==> config.mk <==
export PLATFORM = sky130hd
export DESIGN_NAME = tdc_event_word_parser_flat
export DESIGN_NICKNAME = d
export VERILOG_FILES = /design/src/rtl/tdcwp_pkg.sv /design/src/rtl/tdcwp_if.sv /design/src/rtl/tdcwp_ram.sv /design/src/rtl/tdcwp_alu.sv /design/src/rtl/tdc_event_word_parser.sv /design/src/flat_wrapper.sv
export SDC_FILE = /design/constraint.sdc
export NUM_CORES = 1
export LEC_CHECK = 0
export BUFFER_PORTS_ARGS = -buffer_cell sky130_fd_sc_hd__buf_2
export CAP_MARGIN = 25
export CORE_MARGIN = 5
export CORE_UTILIZATION = 55
export CTS_CLUSTER_DIAMETER = 150
export DETAILED_ROUTE_END_ITERATION = 10
export PLACE_DENSITY = 0.74
export SETUP_SLACK_MARGIN = 0.4
export SKIP_CTS_REPAIR_TIMING = 1
export SYNTH_ARGS = -nofsm -noshare
export SYNTH_HDL_FRONTEND = slang
export SYNTH_SLANG_ARGS = --single-unit
==> constraint.sdc <==
create_clock -name clk -period 23.2 [get_ports clk]
set_input_delay 1.16 -clock clk [delete_from_list [all_inputs] [get_ports clk]]
set_output_delay 1.16 -clock clk [all_outputs]
set_load 0.005 [all_outputs]
==> src/rtl/tdcwp_pkg.sv <==
// Package: word type codes, sequencer states and adder unit types for the TDC word parser.
package tdcwp_pkg;

    localparam int WORD_W    = 32;
    localparam int TS_W      = 49;
    localparam int CHAN_W    = 5;
    localparam int VALUE_W   = 21;
    localparam int TIME_W    = 64;
    localparam int HIT_W     = CHAN_W + VALUE_W;

    localparam logic [4:0] TYPE_MEASURE  = 5'h00;
    localparam logic [4:0] TYPE_TRAILER  = 5'h10;
    localparam logic [4:0] TYPE_EXT_TIME = 5'h11;

    typedef enum logic [2:0] {
        ST_IDLE,
        ST_CMP,
        ST_WRAP,
        ST_LO,
        ST_HI,
        ST_READ,
        ST_EMIT
    } state_t;

    typedef enum logic {
        ALU_ADD,
        ALU_SUB
    } alu_op_t;

    typedef struct packed {
        alu_op_t     op;
        logic [31:0] a;
        logic [31:0] b;
        logic        cin;
    } alu_req_t;

    typedef struct packed {
        logic [31:0] sum;
        logic        cout;
    } alu_res_t;

endpackage

==> src/rtl/tdcwp_if.sv <==
// Valid/ready channel interfaces for readout words and decoded hits.
interface tdcwp_word_if;
    import tdcwp_pkg::*;

    logic                valid;
    logic                ready;
    logic [WORD_W-1:0]   word;
    logic [TS_W-1:0]     adc_timestamp;
    logic                bank_end;

    modport source (output valid, output word, output adc_timestamp, output bank_end,
                    input ready);
    modport sink   (input valid, input word, input adc_timestamp, input bank_end,
                    output ready);
endinterface

interface tdcwp_hit_if;
    import tdcwp_pkg::*;

    logic                valid;
    logic                ready;
    logic [CHAN_W-1:0]   hit_channel;
    logic [VALUE_W-1:0]  hit_value;
    logic [TS_W-1:0]     event_timestamp;
    logic [TIME_W-1:0]   tdc_time;
    logic                hits_dropped;
    logic                last_hit;

    modport source (output valid, output hit_channel, output hit_value,
                    output event_timestamp, output tdc_time, output hits_dropped,
                    output last_hit, input ready);
    modport sink   (input valid, input hit_channel, input hit_value,
                    input event_timestamp, input tdc_time, input hits_dropped,
                    input last_hit, output ready);
endinterface

==> src/rtl/tdcwp_ram.sv <==
// Generic single-write, single-read RAM with registered read data.
module tdcwp_ram #(
    parameter int WIDTH = 26,
    parameter int DEPTH = 32,
    parameter int AW    = (DEPTH > 1) ? $clog2(DEPTH) : 1
) (
    input  logic             clk,
    input  logic             we,
    input  logic [AW-1:0]    waddr,
    input  logic [WIDTH-1:0] wdata,
    input  logic             re,
    input  logic [AW-1:0]    raddr,
    output logic [WIDTH-1:0] rdata
);
    logic [WIDTH-1:0] mem [DEPTH];
    logic [WIDTH-1:0] rdata_reg;

    always_ff @(posedge clk)
    begin
        if (we)
        begin
            mem[waddr] <= wdata;
        end
        if (re)
        begin
            rdata_reg <= mem[raddr];
        end
    end

    assign rdata = rdata_reg;
endmodule

==> src/rtl/tdcwp_alu.sv <==
// Shared 32-bit add/subtract unit with carry in and carry out.
module tdcwp_alu (
    input  tdcwp_pkg::alu_req_t req,
    output tdcwp_pkg::alu_res_t res
);
    import tdcwp_pkg::*;

    logic [31:0] b_eff;
    logic [32:0] total;

    always_comb
    begin
        case (req.op)
            ALU_ADD: b_eff = req.b;
            ALU_SUB: b_eff = ~req.b;
            default: b_eff = req.b;
        endcase
        total    = {1'b0, req.a} + {1'b0, b_eff} + {32'd0, req.cin};
        res.sum  = total[31:0];
        res.cout = total[32];
    end
endmodule

==> src/rtl/tdc_event_word_parser.sv <==
// Top level: TDC readout word parser with hit buffer and extended trigger time.
//
//  channel | direction | transaction
//  --------+-----------+------------------------------------------------------
//  words   | in        | word, adc_timestamp, bank_end
//  hits    | out       | hit_channel, hit_value, event_timestamp, tdc_time,
//          |           | hits_dropped, last_hit
//
// Measurement, time and ignored words are accepted while idle.
// A global trailer then runs on the shared 32-bit adder through wrap compare, wrap increment,
// and the low and high halves of extended time*5, then drains each buffered hit by a buffer
// RAM read and an output register load; words is not ready meanwhile.
// Output stalls hold the drain; a finished hit waits in the output register.
// Reset clears the hit count, overflow flag and time tracking at once; the buffer RAM is not cleared.
module tdc_event_word_parser #(
    parameter int MAX_HITS = 32
) (
    input  logic             clk,
    input  logic             rst_n,
    tdcwp_word_if.sink       words,
    tdcwp_hit_if.source      hits
);
    import tdcwp_pkg::*;

    localparam int CNT_W = $clog2(MAX_HITS + 1);
    localparam int IDX_W = (MAX_HITS > 1) ? $clog2(MAX_HITS) : 1;

    state_t              state_reg, state_next;
    logic [CNT_W-1:0]    count_reg, count_next;
    logic                ovf_reg, ovf_next;
    logic [31:0]         partial_reg, partial_next;
    logic [31:0]         prev_reg, prev_next;
    logic [31:0]         wrap_reg, wrap_next;
    logic [31:0]         trig_reg, trig_next;
    logic [TS_W-1:0]     ts_reg, ts_next;
    logic [CNT_W-1:0]    drain_cnt_reg, drain_cnt_next;
    logic                drain_ovf_reg, drain_ovf_next;
    logic [CNT_W-1:0]    idx_reg, idx_next;
    logic                lt_reg, lt_next;
    logic                carry_reg, carry_next;
    logic [31:0]         lo_reg, lo_next;
    logic [31:0]         hi_reg, hi_next;

    logic                out_valid_reg, out_valid_next;
    logic [CHAN_W-1:0]   out_chan_reg, out_chan_next;
    logic [VALUE_W-1:0]  out_value_reg, out_value_next;
    logic [TS_W-1:0]     out_ts_reg, out_ts_next;
    logic [TIME_W-1:0]   out_time_reg, out_time_next;
    logic                out_drop_reg, out_drop_next;
    logic                out_last_reg, out_last_next;

    logic [CNT_W-1:0]    idx_inc;
    logic                idx_last;
    logic [4:0]          word_type;
    logic                ram_we;
    logic                ram_re;
    logic [HIT_W-1:0]    ram_rdata;
    alu_req_t            alu_req;
    alu_res_t            alu_res;

    tdcwp_ram #(
        .WIDTH (HIT_W),
        .DEPTH (MAX_HITS),
        .AW    (IDX_W)
    ) u_hit_ram (
        .clk   (clk),
        .we    (ram_we),
        .waddr (count_reg[IDX_W-1:0]),
        .wdata (words.word[HIT_W-1:0]),
        .re    (ram_re),
        .raddr (idx_reg[IDX_W-1:0]),
        .rdata (ram_rdata)
    );

    tdcwp_alu u_alu (
        .req (alu_req),
        .res (alu_res)
    );

    assign words.ready           = (state_reg == ST_IDLE);
    assign hits.valid            = out_valid_reg;
    assign hits.hit_channel      = out_chan_reg;
    assign hits.hit_value        = out_value_reg;
    assign hits.event_timestamp  = out_ts_reg;
    assign hits.tdc_time         = out_time_reg;
    assign hits.hits_dropped     = out_drop_reg;
    assign hits.last_hit         = out_last_reg;

    assign word_type = words.word[31:27];
    assign idx_inc   = idx_reg + CNT_W'(1);
    assign idx_last  = (idx_inc == drain_cnt_reg);

    always_ff @(posedge clk or negedge rst_n)
    begin
        if (!rst_n)
        begin
            state_reg     <= ST_IDLE;
            count_reg     <= '0;
            ovf_reg       <= 1'b0;
            partial_reg   <= '0;
            prev_reg      <= '0;
            wrap_reg      <= '0;
            out_valid_reg <= 1'b0;
        end
        else
        begin
            state_reg     <= state_next;
            count_reg     <= count_next;
            ovf_reg       <= ovf_next;
            partial_reg   <= partial_next;
            prev_reg      <= prev_next;
            wrap_reg      <= wrap_next;
            out_valid_reg <= out_valid_next;
        end
    end

    always_ff @(posedge clk)
    begin
        trig_reg      <= trig_next;
        ts_reg        <= ts_next;
        drain_cnt_reg <= drain_cnt_next;
        drain_ovf_reg <= drain_ovf_next;
        idx_reg       <= idx_next;
        lt_reg        <= lt_next;
        carry_reg     <= carry_next;
        lo_reg        <= lo_next;
        hi_reg        <= hi_next;
        out_chan_reg  <= out_chan_next;
        out_value_reg <= out_value_next;
        out_ts_reg    <= out_ts_next;
        out_time_reg  <= out_time_next;
        out_drop_reg  <= out_drop_next;
        out_last_reg  <= out_last_next;
    end

    always_comb
    begin
        state_next     = state_reg;
        count_next     = count_reg;
        ovf_next       = ovf_reg;
        partial_next   = partial_reg;
        prev_next      = prev_reg;
        wrap_next      = wrap_reg;
        trig_next      = trig_reg;
        ts_next        = ts_reg;
        drain_cnt_next = drain_cnt_reg;
        drain_ovf_next = drain_ovf_reg;
        idx_next       = idx_reg;
        lt_next        = lt_reg;
        carry_next     = carry_reg;
        lo_next        = lo_reg;
        hi_next        = hi_reg;
        out_valid_next = out_valid_reg && !hits.ready;
        out_chan_next  = out_chan_reg;
        out_value_next = out_value_reg;
        out_ts_next    = out_ts_reg;
        out_time_next  = out_time_reg;
        out_drop_next  = out_drop_reg;
        out_last_next  = out_last_reg;
        ram_we         = 1'b0;
        ram_re         = 1'b0;
        alu_req.op     = ALU_ADD;
        alu_req.a      = '0;
        alu_req.b      = '0;
        alu_req.cin    = 1'b0;

        case (state_reg)
            ST_IDLE:
            begin
                if (words.valid)
                begin
                    case (word_type)
                        TYPE_MEASURE:
                        begin
                            if (count_reg < CNT_W'(MAX_HITS))
                            begin
                                ram_we     = 1'b1;
                                count_next = count_reg + CNT_W'(1);
                            end
                            else
                            begin
                                ovf_next = 1'b1;
                            end
                        end
                        TYPE_EXT_TIME:
                        begin
                            partial_next = {words.word[26:0], 5'd0};
                        end
                        TYPE_TRAILER:
                        begin
                            trig_next      = partial_reg | {27'd0, words.word[4:0]};
                            ts_next        = words.adc_timestamp;
                            drain_cnt_next = count_reg;
                            drain_ovf_next = ovf_reg;
                            idx_next       = '0;
                            count_next     = '0;
                            ovf_next       = 1'b0;
                            partial_next   = '0;
                            state_next     = ST_CMP;
                        end
                        default:
                        begin
                        end
                    endcase
                    if (words.bank_end)
                    begin
                        count_next   = '0;
                        ovf_next     = 1'b0;
                        partial_next = '0;
                    end
                end
            end
            ST_CMP:
            begin
                // borrow out of time - prev means time fell
                alu_req.op  = ALU_SUB;
                alu_req.a   = trig_reg;
                alu_req.b   = prev_reg;
                alu_req.cin = 1'b1;
                lt_next     = !alu_res.cout;
                prev_next   = trig_reg;
                state_next  = ST_WRAP;
            end
            ST_WRAP:
            begin
                alu_req.a   = wrap_reg;
                alu_req.cin = lt_reg;
                wrap_next   = alu_res.sum;
                state_next  = ST_LO;
            end
            ST_LO:
            begin
                // ext*5 = ext*4 + ext, ext = {wrap, time}
                alu_req.a  = {trig_reg[29:0], 2'b00};
                alu_req.b  = trig_reg;
                lo_next    = alu_res.sum;
                carry_next = alu_res.cout;
                state_next = ST_HI;
            end
            ST_HI:
            begin
                alu_req.a   = {wrap_reg[29:0], trig_reg[31:30]};
                alu_req.b   = wrap_reg;
                alu_req.cin = carry_reg;
                hi_next     = alu_res.sum;
                state_next  = (drain_cnt_reg == '0) ? ST_IDLE : ST_READ;
            end
            ST_READ:
            begin
                ram_re     = 1'b1;
                state_next = ST_EMIT;
            end
            ST_EMIT:
            begin
                if (!out_valid_reg || hits.ready)
                begin
                    out_valid_next = 1'b1;
                    out_chan_next  = ram_rdata[HIT_W-1:VALUE_W];
                    out_value_next = ram_rdata[VALUE_W-1:0];
                    out_ts_next    = ts_reg;
                    out_time_next  = {1'b0, hi_reg, lo_reg[31:1]};
                    out_drop_next  = drain_ovf_reg;
                    out_last_next  = idx_last;
                    idx_next       = idx_inc;
                    state_next     = idx_last ? ST_IDLE : ST_READ;
                end
            end
            default:
            begin
                state_next = ST_IDLE;
            end
        endcase
    end
endmodule
==> src/flat_wrapper.sv <==
// flat-port wrapper written by rule: the top's interface ports become plain ports
module tdc_event_word_parser_flat import tdcwp_pkg::*;
#(
    parameter int MAX_HITS = 32
)
  (clk, rst_n, words_valid, words_word, words_adc_timestamp, words_bank_end, words_ready, hits_valid, hits_hit_channel, hits_hit_value, hits_event_timestamp, hits_tdc_time, hits_hits_dropped, hits_last_hit, hits_ready);
  tdcwp_word_if words_i ();
  tdcwp_hit_if hits_i ();
  input  logic clk;
  input  logic rst_n;
  input wire logic [$bits(words_i.valid)-1:0] words_valid;
  input wire logic [$bits(words_i.word)-1:0] words_word;
  input wire logic [$bits(words_i.adc_timestamp)-1:0] words_adc_timestamp;
  input wire logic [$bits(words_i.bank_end)-1:0] words_bank_end;
  output wire logic [$bits(words_i.ready)-1:0] words_ready;
  output wire logic [$bits(hits_i.valid)-1:0] hits_valid;
  output wire logic [$bits(hits_i.hit_channel)-1:0] hits_hit_channel;
  output wire logic [$bits(hits_i.hit_value)-1:0] hits_hit_value;
  output wire logic [$bits(hits_i.event_timestamp)-1:0] hits_event_timestamp;
  output wire logic [$bits(hits_i.tdc_time)-1:0] hits_tdc_time;
  output wire logic [$bits(hits_i.hits_dropped)-1:0] hits_hits_dropped;
  output wire logic [$bits(hits_i.last_hit)-1:0] hits_last_hit;
  input wire logic [$bits(hits_i.ready)-1:0] hits_ready;
  assign words_i.valid = words_valid;
  assign words_i.word = words_word;
  assign words_i.adc_timestamp = words_adc_timestamp;
  assign words_i.bank_end = words_bank_end;
  assign words_ready = words_i.ready;
  assign hits_valid = hits_i.valid;
  assign hits_hit_channel = hits_i.hit_channel;
  assign hits_hit_value = hits_i.hit_value;
  assign hits_event_timestamp = hits_i.event_timestamp;
  assign hits_tdc_time = hits_i.tdc_time;
  assign hits_hits_dropped = hits_i.hits_dropped;
  assign hits_last_hit = hits_i.last_hit;
  assign hits_i.ready = hits_ready;
  tdc_event_word_parser #(.MAX_HITS(MAX_HITS)) u_core (.clk(clk), .rst_n(rst_n), .words(words_i), .hits(hits_i));
endmodule
* Word-level counts from Yosys, hierarchy flattened
Memories as Yosys holds them, arrays and structs flattened. A register that Yosys moved wholly into a read port is not among the register bits. Cells that the tools add are included.
Storage, ports and cells: memories kept 1, bits in registers 407, word-level logic and storage cells 95, input bits 86, RAM bits 832, output and inout port bits 143
Cells by class: mux-type cells 32, bitwise gates (word level) 3, reduce and logical (&&, ||, !) cells 18, order comparisons 1, add/sub/neg operators 4, equality and inequality tests 14
Memory list:
- u_core.u_hit_ram.mem | words 32, bits a word 26, rd ports 1, clocked after Yosys merged registers in 1, write ports 1, line tdcwp_ram.sv:15 | logic [WIDTH-1:0] mem [DEPTH];
Operator list (number):
- $pmux W32 S2 | 2
- $pmux W32 S4 | 1
- $pmux W32 S3 | 1
- $add A32 B32 Y33 | 1
- $add A33 B1 Y33 | 1
- $mux W32 | 1
- $not A32 Y32 | 1
- $or A32 B5 Y32 | 1
- $mux W6 | 5
- $pmux W6 S2 | 2
- $pmux W3 S7 | 1
- $mux W3 | 5
- $add A6 B1 Y6 const B | 2
- $mux W1 | 12
- $reduce_and A4 Y1 | 3
- $eq A5 B5 Y1 const B | 2
- $eq A3 B3 Y1 const B | 3
- $reduce_and A3 Y1 | 3
- $eq A3 B2 Y1 const B | 2
- $eq A6 B6 Y1 | 1
- $logic_not A6 Y1 | 1
- $lt A6 B6 Y1 const B | 1
- $reduce_bool A3 Y1 | 2
- $logic_not A5 Y1 | 1
- 14 further kinds | 17

* Depth between registers and ports, before layout
depth in word-level cells 7, depth in mapped cells 16, depth with buffers taken out 13

* Hierarchy
A second synthesis with hierarchy kept.
Second synthesis, totals: cell total of the unflattened synthesis 2870, area total of the unflattened synthesis 49547.5 um^2
By module, submodules not included:
- tdcwp_ram | area an instance 33221.9 um^2, cells an instance 1848, times used 1
- tdc_event_word_parser | area an instance 14248.7 um^2, cells an instance 738, times used 1
- tdcwp_alu | area an instance 2077.0 um^2, cells an instance 284, times used 1

* Worst setup path before layout
OpenSTA, ideal clock, no wires.
path kind in2reg, start point input port hits_ready, end point register u_core.out_ts_reg[0], in the netlist u_core.hits.event_timestamp[0], enable pin, arrival 7.039 ns, setup time 0.641 ns, buffers on the path 0, stages 2, slack 15.519 ns, path through nor2b_1 > nor2_1
On the way: word-level cells in the longest chain between the ends 2
RTL lines:
- start, declared | line flat_wrapper.sv:23 | input wire logic [$bits(hits_i.ready)-1:0] hits_ready;
- $logic_or A1 B1 Y1 | line tdc_event_word_parser.sv:255 | if (!out_valid_reg || hits.ready)
- $reduce_and A2 Y1 (no line)
- end signal, assigned | line tdc_event_word_parser.sv:130 | out_ts_reg <= out_ts_next;
- end, declared | line tdc_event_word_parser.sv:47 | logic [TS_W-1:0] out_ts_reg, out_ts_next;
No other way between the ends. A chain may end at the register's enable or synchronous reset.

* Final worst setup path
start point register u_core.state_reg[1], end point memory u_core.u_hit_ram.mem[7][6], enable pin
On the way: word-level cells in the longest chain between the ends 4
RTL lines:
- start, declared | line tdc_event_word_parser.sv:28 | state_t state_reg, state_next;
- start signal, assigned | line tdc_event_word_parser.sv:107 | state_reg <= state_next;
- $logic_not A3 Y1 | line tdc_event_word_parser.sv:167 | case (state_reg)
- $mux W1 | line tdc_event_word_parser.sv:167
- $mux W1 | line tdcwp_ram.sv:20 | if (we)
- $mux W1 (implied by the code) | line tdcwp_ram.sv:22 | mem[waddr] <= wdata;
- end, declared | line tdcwp_ram.sv:15
No other way between the ends.

==> metrics.md <==
| Metric | Value |
|---|---|
| Status | `finished, final reports clean` |
| WL final | `116 mm` |
| First-pass GRT wire length | `between 150 and 200 mm` |
| Clk_skew | `between 20 and 30 ps` |
| HP Class | `input pin to asynchronous set/reset pin` |
| Avg Inst Size Synth | `about 20 sq um` |
| Share of post-route cells with drive strength above 1 | `0.285` |
| WP data required | `23510 ps` |
| RSZ-0062 raised after global routing | `no` |
| Leading area contributor after synthesis | `edfxtp_1` |
| Rel. slew slack | `0.273` |
| Drt first-iter violations | `3221` |
| Post-synthesis cell count | `2415` |
| Worst skew pair latency | `710 ps` |
| Drt wl/cell | `between 20 and 30 um` |
| Period utilisation layout | `0.204` |
| Fraction of the yosys area taken by sequential cells | `0.770` |
| EDFF count, synth | `between 1k and 1.5k` |
| Vias per cell | `~6.3` |
| Via count | `24.8k` |
| Cell with the most instances after synthesis | `edfxtp_1` |
| Register Area | `37300 sq um` |
| Most numerous cell on the critical path | `nand2_1` |
| Die area | `94100 sq um` |
| CTS Sinks | `1259` |
| Hold violation total from the final report | `0` |
| Crit Path Max Fanout | `26` |
| TritonCTS Buffers | `120` |
| P_int | `4.35 mW` |
| Crit start category | `flop` |
| Fmax | `roughly 210 MHz` |
| Crit path DAT | `approximately 5100 ps` |
| Routed Antenna Nets | `0` |
| Final #Nets | `2800` |
| Final number of setup-violating endpoints | `0` |
| Largest net degree at the start of global routing | `131` |
| H-Tree Depth | `3` |
| Worst setup EP type | `flop` |
| Rows | `108` |
| Slew @ Worst Pin | `1090 ps` |
| Switching Fraction | `0.278` |
| Slowest Stage Delay on Critical Path | `roughly 1100 ps` |
| Setup TNS | `0 ps` |
| Clk pwr share | `0.333` |
| Commonest cells post-synth | `edfxtp_1, mux4_2, nand2_1` |
| Leakage | `18.6 nW` |
| Initial Utilization | `0.556` |
| Family with the most delay on the worst path | `simple AND/OR/NAND/NOR gates` |
| Initial DRT Pass Iterations | `5` |
| Top FF cell, synth | `edfxtp_1` |
| Synth Register Bits | `1259` |
| Die W | `307 um` |
| HPWL after detailed placement | `70.2 mm` |
| Hold_ws | `about 410 ps` |
| Most flops, register | `u_core.u_hit_ram.mem` |
| Max Cap Viol | `0` |
| Sw Pwr | `roughly 1.7 mW` |
| PortBufs | `227` |
| Dominant cells by area after synthesis | `edfxtp_1, mux4_2, dfrtp_1` |
| Post-synth top area share | `0.718` |
| CTS Root Cell | `clkbuf_16` |
| Pwr/cell area | `109 nW/um^2` |
| Vias in the first global route | `~25k` |
| Drc violations | `0` |
| Footprint of the multi-input gates | `between 10000 and 15000 sq um` |
| Synth Cell Area | `48400 sq um` |
| Combinational group share of total power | `0.193` |
| Largest register FFs | `approximately 830` |
| Setup CP Type | `flop to flop` |
| Core Area | `~87000 sq um` |
| Crit path buf inv count | `0` |
| Total GRT Usage | `0.245` |
| Flop pwr share | `0.474` |
| Clock buffer depth | `3` |
| CP Cell Sequence | `nor3_1 > nand2_1 > nor4_1 > nand2_1 > nor2_4` |
| Total Power | `roughly 6.0 mW` |
| Post-synthesis cell type count | `66` |
| Synth Warn # | `0` |
| Initial antenna violation count | `9` |
| Maximum vdd drop | `0.0738 mV` |
| Filler cells | `a little under 6k` |
| IO Pins | `229` |
| Global placement routability congestion | `0.923` |
| Slowest CP cell | `nor2_4` |
| Overflow after GRT | `0` |
| Final Max Slew Viols | `0` |
| Area grow syn2layout | `14.0%` |
| CTS tree | `yes` |
| Worst-path clk slew | `60 ps` |
| Synth Net Count | `2539` |
| Synth async-reset ratio | `0.0810` |
| Post-route minimum period | `4740 ps` |
| DIE HEIGHT | `307 um` |
## power by group through the flow
stage / clock, mW / combinational [mW] / sequential (mW)
global placement: 0 / 1.13 / 2.90
global route: 2.14 / 1.26 / 2.88
finish: 2.01 / 1.16 / 2.86
CTS: 2.04 / 1.16 / 2.86
floorplan: 0 / 0.785 / 2.86
detailed placement: 0 / 1.15 / 2.90
## path summary, 6_finish.rpt
check / start / end / slack, ps / cells past startpoint
setup / recovery: u_core.state_reg[1] / u_core.u_hit_ram.mem[7][6] / 18460 / 5
hold / removal: rst_n / u_core.wrap_reg[4] / 410 / 1
setup reg to reg: u_core.state_reg[1] / u_core.u_hit_ram.mem[7][6] / 18460 / 5
hold reg to reg: u_core.ts_reg[29] / u_core.hits.event_timestamp[29] / 410 / 0
max in group asynchronous: rst_n / u_core.prev_reg[26] / 21830 / 3
min in group clk: u_core.ts_reg[29] / u_core.hits.event_timestamp[29] / 410 / 0
## layer usage
layer,part of all wire,GRT usage
met1,0.39,0.363
met2,0.48,0.389
met3,0.10,0.0388
met4,0.031,0.0712
met5,0,0
## through the flow
stage / worst slack (ps) / util / area (sq um) / cells
after floorplan: 15520 / - / 48400 / 2415
after global placement: 18400 / 0.585 / 50900 / 3704
after detailed placement: 18310 / 0.586 / 51000 / 3705
after CTS: 18450 / 0.633 / 55100 / 3935
after global routing: 18160 / 0.634 / 55200 / 3939
final: 18460 / 0.634 / 55200 / 3940
## cell usage in the layout (no fill, tap or decap), types with 5 or more instances in the layout
master	Yosys	layout
a31oi_1	5	5
nor2_4	0	34
dfrtp_1	102	102
mux2_2	46	46
a22oi_1	32	32
a21oi_1	54	54
a22o_1	27	27
mux4_2	260	260
clkbuf_16	0	121
o21bai_1	7	7
a21o_1	14	14
o21ai_0	64	64
ha_1	36	36
nor3_1	14	14
xnor2_1	22	22
nor2b_1	7	6
edfxtp_1	1157	1157
clkinv_1	0	20
and3_1	6	6
o21ai_1	8	8
nand2b_1	8	8
inv_1	12	12
xor2_1	14	14
nor2_1	76	42
nand4_1	10	10
nand2_1	200	200
clkinv_2	0	20
clkbuf_1	73	25
clkinvlp_4	0	7
nand3_1	48	48
clkbuf_8	0	7
buf_2	18	226
a211oi_1	5	5
bufinv_16	0	16
buf_4	11	22
o21a_1	7	7
## kinds of logic (layout without fill, tap and decap cells)
logic type / Yosys count / after routing / share of synthesized area
multiplexers: 307 / 307 / 0.132
other: 1 / 2 / 0.0000775
flip-flops: 1259 / 1259 / 0.770
AND/OR/NAND/NOR: 394 / 394 / 0.0356
adder cells (fa/ha/maj): 38 / 38 / 0.0101
XOR/XNOR: 37 / 37 / 0.00698
AO/OA/AOI/OAI: 251 / 251 / 0.0335
buffers and inverters: 128 / 497 / 0.0116
## cell type report
class / instances / share of cell area
Antenna cell: 1 / 0.0000453
Clock buffer: 153 / 0.0583
Inverter: 13 / 0.000884
Sequential cell: 1259 / 0.676
Multi-Input combinational cell: 1028 / 0.196
Timing Repair Buffer: 254 / 0.0261
Clock inverter: 77 / 0.0164
Tap cell: 1155 / 0.0262
Note: power is estimated with default switching activity, not from simulation.
